## src/rtl/sm3_pkg.sv

```systemverilog
// SM3 hash engine package: constants, types and round helper functions.
// No dependencies; used by every module under rtl.
`default_nettype none

package sm3_pkg;

    localparam int QueueDepth = 4;

    localparam logic [255:0] SM3_IV = {
        32'h7380166F, 32'h4914B2B9, 32'h172442D7, 32'hDA8A0600,
        32'hA96F30BC, 32'h163138AA, 32'hE38DEE4D, 32'hB0FB0E4E
    };

    localparam logic [31:0] T_LOW  = 32'h79CC4519;
    localparam logic [31:0] T_HIGH = 32'h7A879D8A;
    localparam logic [7:0]  PAD_BYTE = 8'h80;
    localparam logic [5:0]  POS_MASK = 6'h3F;
    localparam logic [5:0]  LEN_OFFSET = 6'd56;

    typedef enum logic
    {
        OP_ABSORB = 1'b0,
        OP_FINISH = 1'b1
    } op_t;

    typedef struct packed
    {
        op_t        op;
        logic [7:0] data;
    } item_t;

    function automatic logic [31:0] rol32(input logic [31:0] x, input logic [4:0] n);
        logic [63:0] d;
        begin
            d = {x, x} << n;
            rol32 = d[63:32];
        end
    endfunction

    function automatic logic [31:0] perm0(input logic [31:0] x);
        perm0 = x ^ {x[22:0], x[31:23]} ^ {x[14:0], x[31:15]};
    endfunction

    function automatic logic [31:0] perm1(input logic [31:0] x);
        perm1 = x ^ {x[16:0], x[31:17]} ^ {x[8:0], x[31:9]};
    endfunction

endpackage

`default_nettype wire

```

## src/rtl/sm3_front.sv

```systemverilog
// SM3 front end: accepts stream items and queues them for the compression side.
// Depends on sm3_pkg.
`default_nettype none

module sm3_front
    import sm3_pkg::*;
#(
    parameter int DEPTH = QueueDepth
)
(
    input  wire logic  clk,
    input  wire logic  rst_n,
    input  wire logic  in_valid,
    output logic       in_ready,
    input  wire item_t in_item,
    output logic       q_valid,
    input  wire logic  q_ready,
    output item_t      q_item
);

    localparam int AW = (DEPTH > 1) ? $clog2(DEPTH) : 1;

    item_t        mem [DEPTH];
    logic [AW-1:0] wr_reg, rd_reg;
    logic [AW:0]   cnt_reg;
    logic          push, pop;

    assign in_ready = (cnt_reg != (AW+1)'(DEPTH));
    assign q_valid  = (cnt_reg != '0);
    assign q_item   = mem[rd_reg];
    assign push     = in_valid && in_ready;
    assign pop      = q_valid && q_ready;

    always_ff @(posedge clk)
    begin
        if (push)
        begin
            mem[wr_reg] <= in_item;
        end
    end

    always_ff @(posedge clk or negedge rst_n)
    begin
        if (!rst_n)
        begin
            wr_reg  <= '0;
            rd_reg  <= '0;
            cnt_reg <= '0;
        end
        else
        begin
            if (push)
            begin
                wr_reg <= (wr_reg == AW'(DEPTH - 1)) ? '0 : wr_reg + 1'b1;
            end
            if (pop)
            begin
                rd_reg <= (rd_reg == AW'(DEPTH - 1)) ? '0 : rd_reg + 1'b1;
            end
            cnt_reg <= cnt_reg + (AW+1)'(push) - (AW+1)'(pop);
        end
    end

endmodule

`default_nettype wire

```

## src/rtl/sm3_round.sv

```systemverilog
// SM3 compression unit: one message-expansion step and one round per cycle.
// Depends on sm3_pkg.
`default_nettype none

module sm3_round
    import sm3_pkg::*;
(
    input  wire logic         clk,
    input  wire logic         rst_n,
    input  wire logic         start,
    input  wire logic [511:0] block,
    input  wire logic [255:0] cv_in,
    output logic              done,
    output logic [255:0]      cv_out
);

    // W window: w_reg[0] = W[j] ... w_reg[15] = W[j+15]
    logic [31:0]  w_reg [16];
    logic [31:0]  a_reg, b_reg, c_reg, d_reg, e_reg, f_reg, g_reg, h_reg;
    logic [255:0] cv_reg;
    logic [5:0]   j_reg;
    logic         busy_reg;

    logic [31:0] w_new, tj, a12, ss1, ss2, ff, gg, tt1, tt2;

    always_comb
    begin
        w_new = perm1(w_reg[0] ^ w_reg[7] ^ rol32(w_reg[13], 5'd15))
              ^ rol32(w_reg[3], 5'd7) ^ w_reg[10];
        tj    = (j_reg < 6'd16) ? T_LOW : T_HIGH;
        a12   = rol32(a_reg, 5'd12);
        ss1   = rol32(a12 + e_reg + rol32(tj, j_reg[4:0]), 5'd7);
        ss2   = ss1 ^ a12;
        if (j_reg < 6'd16)
        begin
            ff = a_reg ^ b_reg ^ c_reg;
            gg = e_reg ^ f_reg ^ g_reg;
        end
        else
        begin
            ff = (a_reg & b_reg) | (a_reg & c_reg) | (b_reg & c_reg);
            gg = (e_reg & f_reg) | (~e_reg & g_reg);
        end
        tt1 = ff + d_reg + ss2 + (w_reg[0] ^ w_reg[4]);
        tt2 = gg + h_reg + ss1 + w_reg[0];
    end

    assign cv_out = cv_reg ^ {a_reg, b_reg, c_reg, d_reg, e_reg, f_reg, g_reg, h_reg};

    always_ff @(posedge clk)
    begin
        if (start)
        begin
            for (int i = 0; i < 16; i++)
            begin
                w_reg[i] <= block[511 - 32*i -: 32];
            end
            {a_reg, b_reg, c_reg, d_reg, e_reg, f_reg, g_reg, h_reg} <= cv_in;
            cv_reg <= cv_in;
        end
        else if (busy_reg)
        begin
            for (int i = 0; i < 15; i++)
            begin
                w_reg[i] <= w_reg[i+1];
            end
            w_reg[15] <= w_new;
            d_reg <= c_reg;
            c_reg <= rol32(b_reg, 5'd9);
            b_reg <= a_reg;
            a_reg <= tt1;
            h_reg <= g_reg;
            g_reg <= rol32(f_reg, 5'd19);
            f_reg <= e_reg;
            e_reg <= perm0(tt2);
        end
    end

    always_ff @(posedge clk or negedge rst_n)
    begin
        if (!rst_n)
        begin
            busy_reg <= 1'b0;
            done     <= 1'b0;
            j_reg    <= '0;
        end
        else
        begin
            done <= 1'b0;
            if (start)
            begin
                busy_reg <= 1'b1;
                j_reg    <= '0;
            end
            else if (busy_reg)
            begin
                j_reg <= j_reg + 1'b1;
                if (j_reg == 6'd63)
                begin
                    busy_reg <= 1'b0;
                    done     <= 1'b1;
                end
            end
        end
    end

endmodule

`default_nettype wire

```

## src/rtl/sm3_back.sv

```systemverilog
// SM3 back end: block buffer, length count, padding and digest output sequencer.
// Depends on sm3_pkg and sm3_round.
`default_nettype none

module sm3_back
    import sm3_pkg::*;
(
    input  wire logic  clk,
    input  wire logic  rst_n,
    input  wire logic  q_valid,
    output logic       q_ready,
    input  wire item_t q_item,
    output logic       out_valid,
    input  wire logic  out_ready,
    output logic [31:0] out_word,
    output logic       out_last
);

    typedef enum logic [2:0]
    {
        ST_IDLE,
        ST_PAD,
        ST_RUN,
        ST_EMIT
    } state_t;

    state_t        state_reg;
    logic [511:0]  buf_reg;
    logic [255:0]  cv_reg;
    logic [60:0]   cnt_reg;
    logic [63:0]   bits_reg;
    logic          fin_reg;      // running block belongs to a finish
    logic          second_reg;   // a length-only block still follows
    logic [2:0]    idx_reg;
    logic          start;
    logic          done;
    logic [255:0]  cv_new;
    logic [5:0]    pos;
    logic [511:0]  pad_blk;

    sm3_round u_round
    (
        .clk    (clk),
        .rst_n  (rst_n),
        .start  (start),
        .block  (buf_reg),
        .cv_in  (cv_reg),
        .done   (done),
        .cv_out (cv_new)
    );

    assign pos      = cnt_reg[5:0] & POS_MASK;
    assign q_ready  = (state_reg == ST_IDLE);
    assign out_valid = (state_reg == ST_EMIT);
    assign out_word = cv_reg[255 - 32*idx_reg -: 32];
    assign out_last = (idx_reg == 3'd7);

    // Keep bytes below pos, put 0x80 at pos, zeros above.
    always_comb
    begin
        for (int i = 0; i < 64; i++)
        begin
            if (6'(i) < pos)
            begin
                pad_blk[511 - 8*i -: 8] = buf_reg[511 - 8*i -: 8];
            end
            else if (6'(i) == pos)
            begin
                pad_blk[511 - 8*i -: 8] = PAD_BYTE;
            end
            else
            begin
                pad_blk[511 - 8*i -: 8] = 8'h00;
            end
        end
    end

    always_ff @(posedge clk or negedge rst_n)
    begin
        if (!rst_n)
        begin
            state_reg  <= ST_IDLE;
            cv_reg     <= SM3_IV;
            cnt_reg    <= '0;
            start      <= 1'b0;
            fin_reg    <= 1'b0;
            second_reg <= 1'b0;
            idx_reg    <= '0;
            bits_reg   <= '0;
        end
        else
        begin
            start <= 1'b0;
            unique case (state_reg)
                ST_IDLE:
                begin
                    if (q_valid)
                    begin
                        if (q_item.op == OP_ABSORB)
                        begin
                            buf_reg[511 - 8*pos -: 8] <= q_item.data;
                            cnt_reg <= cnt_reg + 1'b1;
                            if (pos == POS_MASK)
                            begin
                                fin_reg   <= 1'b0;
                                start     <= 1'b1;
                                state_reg <= ST_RUN;
                            end
                        end
                        else
                        begin
                            bits_reg  <= {cnt_reg, 3'b000};
                            state_reg <= ST_PAD;
                        end
                    end
                end
                ST_PAD:
                begin
                    fin_reg <= 1'b1;
                    start   <= 1'b1;
                    state_reg <= ST_RUN;
                    if (pos >= LEN_OFFSET)
                    begin
                        buf_reg    <= pad_blk;
                        second_reg <= 1'b1;
                    end
                    else
                    begin
                        buf_reg    <= {pad_blk[511:64], bits_reg};
                        second_reg <= 1'b0;
                    end
                end
                ST_RUN:
                begin
                    if (done)
                    begin
                        cv_reg <= cv_new;
                        if (!fin_reg)
                        begin
                            state_reg <= ST_IDLE;
                        end
                        else if (second_reg)
                        begin
                            second_reg <= 1'b0;
                            buf_reg    <= {448'd0, bits_reg};
                            start      <= 1'b1;
                        end
                        else
                        begin
                            idx_reg   <= '0;
                            state_reg <= ST_EMIT;
                        end
                    end
                end
                ST_EMIT:
                begin
                    if (out_ready)
                    begin
                        idx_reg <= idx_reg + 1'b1;
                        if (idx_reg == 3'd7)
                        begin
                            cv_reg    <= SM3_IV;
                            cnt_reg   <= '0;
                            state_reg <= ST_IDLE;
                        end
                    end
                end
                default:
                begin
                    state_reg <= ST_IDLE;
                end
            endcase
        end
    end

endmodule

`default_nettype wire

```

## src/rtl/sm3_hash_engine_core.sv

```systemverilog
// SM3 hash engine top level: stream ports, input queue and compression back end.
// Depends on sm3_pkg, sm3_front, sm3_back, sm3_round.
//
// Channel  | Dir | tdata                         | tuser          | tlast
// s_axis   | in  | [7:0] message_byte            | [0] operation  | -
// m_axis   | out | [31:0] digest_word            | -              | digest_last
//
// An absorb transfer is taken while the back end is idle; every 64th byte holds
// the back end for a compression (start, block load, 64 rounds one per cycle,
// write-back) before it takes the next byte.
// A finish runs one or two compressions plus a padding step, then emits
// eight words. The four-entry input queue keeps taking transfers meanwhile.
// rst_n clears the queue, length count and chaining value (back to the IV).
// A stalled m_axis holds the current digest word and the back end.
`default_nettype none

module sm3_hash_engine_core
    import sm3_pkg::*;
#(
    parameter int QUEUE_DEPTH = QueueDepth
)
(
    input  wire logic        clk,
    input  wire logic        rst_n,
    input  wire logic        s_axis_tvalid,
    output logic             s_axis_tready,
    input  wire logic [7:0]  s_axis_tdata,   // [7:0] message_byte
    input  wire logic        s_axis_tuser,   // [0] operation
    output logic             m_axis_tvalid,
    input  wire logic        m_axis_tready,
    output logic [31:0]      m_axis_tdata,   // [31:0] digest_word
    output logic             m_axis_tlast
);

    item_t in_item, q_item;
    logic  q_valid, q_ready;

    assign in_item.op   = op_t'(s_axis_tuser);
    assign in_item.data = s_axis_tdata;

    sm3_front #(.DEPTH(QUEUE_DEPTH)) u_front
    (
        .clk      (clk),
        .rst_n    (rst_n),
        .in_valid (s_axis_tvalid),
        .in_ready (s_axis_tready),
        .in_item  (in_item),
        .q_valid  (q_valid),
        .q_ready  (q_ready),
        .q_item   (q_item)
    );

    sm3_back u_back
    (
        .clk       (clk),
        .rst_n     (rst_n),
        .q_valid   (q_valid),
        .q_ready   (q_ready),
        .q_item    (q_item),
        .out_valid (m_axis_tvalid),
        .out_ready (m_axis_tready),
        .out_word  (m_axis_tdata),
        .out_last  (m_axis_tlast)
    );

endmodule

`default_nettype wire

```

## config.mk

```make
export PLATFORM = sky130hd
export DESIGN_NAME = sm3_hash_engine_core
export DESIGN_NICKNAME = d
export VERILOG_FILES = /design/src/rtl/sm3_pkg.sv /design/src/rtl/sm3_front.sv /design/src/rtl/sm3_round.sv /design/src/rtl/sm3_back.sv /design/src/rtl/sm3_hash_engine_core.sv
export SDC_FILE = /design/constraint.sdc
export NUM_CORES = 2
export LEC_CHECK = 0
export BUFFER_PORTS_ARGS = -buffer_cell sky130_fd_sc_hd__buf_2
export CAP_MARGIN = 20
export CELL_PAD_IN_SITES_DETAIL_PLACEMENT = 2
export CELL_PAD_IN_SITES_GLOBAL_PLACEMENT = 2
export CORE_ASPECT_RATIO = 0.7
export CORE_MARGIN = 1
export CORE_UTILIZATION = 41
export CTS_CLUSTER_SIZE = 14
export DETAILED_ROUTE_END_ITERATION = 16
export PLACE_DENSITY = 0.76
export SYNTH_ARGS = -nofsm -noshare
export SYNTH_HDL_FRONTEND = slang
export SYNTH_HIERARCHICAL = 1
export SYNTH_SLANG_ARGS = --single-unit
```

## constraint.sdc

```tcl
create_clock -name clk -period 18.15 [get_ports clk]
set_input_delay 1.815 -clock clk [delete_from_list [all_inputs] [get_ports clk]]
set_output_delay 1.815 -clock clk [all_outputs]
set_load 0.01 [all_outputs]
```

==> results.md <==
* Status: completed
* Rows at 152
* Iteration count of the initial detailed-routing pass at 5
* Die Height at ~420 um
* Post-DR wirelength/cell at ~37 um
* Root buf cell: clkbuf_16
* First DRT Iteration DRCs at 10,200
* Sequential share of the synthesized area at 56.7%
* Fmax at 0.0867 GHz
* RSZ-0062 raised after global routing: no
* CP endpoint kind: register
* # hold bufs at CTS at 0
* Max FFs per register at 512
* Hold crit path type: register to register
* GRT met1 Usage at about 53%
* Post-synth EDFFs at 1,572
* GR Util All Layers at 34.0%
* Setup violations, final at 0
* Num ports at 48
* Buf/Inv on CP at 4
* IO Port Bufs at 47
* Area grow syn2layout at 10.6%
* Post-Route Setup TNS at 0 ns
* WP data required at 18.77 ns
* Top cell by count, worst path: a21oi_1
* Busiest grt layer: met1
* Vias per Instance at 6.35
* Fraction of registers with async set/reset at around 20%
* Top delay family on crit path: compound AO/OA/AOI/OAI gates
* Postcts setup bufs at 0
* Routed Antenna Nets at 0
* GR Overflow Total at 0
* Worst path slowest cell: o41ai_1
* Dominant cells by area after synthesis: edfxtp_1 (47%), mux2_2 (8.7%), dfrtp_1 (7.0%), fa_1 (3.7%), nand2_1 (3.7%)
* Sink Count at 1,973
* Grt met2 use at a little under half
* Area of the core at 245,000 sq um
* DRC at 0
* Crit path max fanout at 96
* Netlist cell types at 107
* Count leader, synth: edfxtp_1
* Critical Path Start Type: register
* M3 GR Usage at 9.94%
* Synth top area share at 46.7%
* Fill cell count at 24,000
* Placer Congestion at 0.963
* Clock Pin Slew Worst Setup and Hold Paths at 0.06 ns
* Largest net degree at the start of global routing at 164
* Final Critical Period at about 12 ns
* CP max stage delay at 0.78 ns
* First-pass GRT wire length at 598,000 um
* Flops & latches, synth at 1,973
* Vias in the first global route at 75,500
* H-tree Lvls at 4
* Worst Max-Slew Pin Slew at roughly 1.3 ns
* Drt total wl at ~430,000 um
* CTS tree: yes
* Max_slew headroom at a little under an eighth
* CTS Buf Count at 210
* Synthesized area at 101,000 sq um
* CP Class: register to register
* Initial antenna violation count at 47
* CTS resizes at 0
* Synth area leader: edfxtp_1
* Initial Utilization at 41.3%
* CP Data Arrival Time at 12.16 ns
* Syn Area/Cell at 12.1 sq um
* Post-DP HPWL at 311,000 um
* Most frequent cells after synthesis: edfxtp_1 (1,572), nand2_1 (1,004), mux2_2 (785), nor2_1 (758), a21oi_1 (510)
* Skew final at 0.0887 ns
* Post-Syn Instances at 8,368
* Top FF cell, synth: edfxtp_1
* Post-route clock period utilization at 63.6%
* Vias at around 74,000
* Die width at around 600 um
* Max-cap violations at 0
* Worst-Skew Late Latency at 0.91 ns
* Share of cells above drive strength 1 at between 10% and 20%
* CTS max path bufs at 4
* Ys Warns at 6
* Die area at between 200,000 and 250,000 sq um
* Nets@finish at 8,636
* Final count of pins violating max slew at 0
* Final Hold Fails at 0
* Post-synth net total at 8,689
cell usage in the layout (no fill, tap or decap), types with 216 or more instances in the layout:
cell | synthesis | routed
clkbuf_16 | 0 | 216
nand2_1 | 1004 | 1004
nor2_1 | 758 | 754
a21oi_1 | 510 | 510
xnor2_1 | 323 | 323
nand3_1 | 253 | 252
mux2_2 | 785 | 785
o21ai_0 | 423 | 423
dfrtp_1 | 282 | 278
edfxtp_1 | 1572 | 1572
xor2_1 | 363 | 363
inv_1 | 263 | 262
path summary, 6_finish.rpt:
check	startpoint	endpoint	slack (ns)	depth (start not counted)
setup / recovery	u_back/u_round/j_reg[4]	u_back/u_round/a_reg[31]	6.61	35
hold / removal	u_back/cv_reg[47]	u_back/cv_reg[47]	0.48	2
setup reg to reg	u_back/u_round/j_reg[4]	u_back/u_round/a_reg[31]	6.61	35
hold reg to reg	u_back/cv_reg[47]	u_back/cv_reg[47]	0.48	2
max in group asynchronous	rst_n	u_back/cv_reg[110]	15.06	3
min in group asynchronous	rst_n	u_front/cnt_reg[0]	0.92	1
worst reg2reg max path: cells and delay by family (launching register included):
kind / cells / cell delay, ns
simple gates: 2 / 0.46
fa+ha+maj: 6 / 2.92
flops: 1 / 0.33
mux: 2 / 0.78
compound gates: 18 / 4.78
buf+inv: 4 / 1.35
xor+xnor: 3 / 0.69
area by class of cell:
cell class              instances  area (sq um)  share of cell area, %
diodes                         10          25.0                 0.0224
clock inverters                85           823                  0.736
flip-flops and latches       1973         57400                   51.3
clock buffers                 295          5940                   5.31
inverters                     269          1020                  0.912
repair buffers                202          1550                   1.38
multi-input cells            5659         41000                   36.7
well taps                    3234          4050                   3.62
through the flow:
| stage | instances | cell area [sq um] | hold WS, ns | util [%] | worst slack, ns |
|---|---|---|---|---|---|
| global placement | 11300 | 105000 | 0.454 | 42.8 | 6.78 |
| CTS | 11700 | 112000 | 0.474 | 45.5 | 6.75 |
| detailed placement | 11300 | 105000 | 0.465 | 42.8 | 6.82 |
| global route | 11700 | 112000 | 0.490 | 45.6 | 6.06 |
| finish | 11700 | 112000 | 0.476 | 45.6 | 6.61 |
| floorplan | 8368 | 101000 | 0.444 | - | 1.27 |
cells by family after synthesis:
logic type	count (synthesis)	share of synthesized area, %
buffers and inverters	736	2.81
flip-flops	1973	56.7
adder cells (fa/ha/maj)	308	5.21
AO/OA/AOI/OAI	1373	8.12
multiplexers	938	11.2
XOR/XNOR	690	6.03
AND/OR/NAND/NOR	2350	9.90
layer usage:
| layer | share of wire, % | vias up |
|---|---|---|
| met5 | 0.055 | - |
| met4 | 2.7 | 10 |
| met3 | 12 | 559 |
| met2 | 39 | 3772 |
| met1 | 46 | 40300 |
| li1 | - | 29800 |
Power is not shown: default switching activity piles up to over one toggle a cycle in this logic, so the estimate is an artifact.
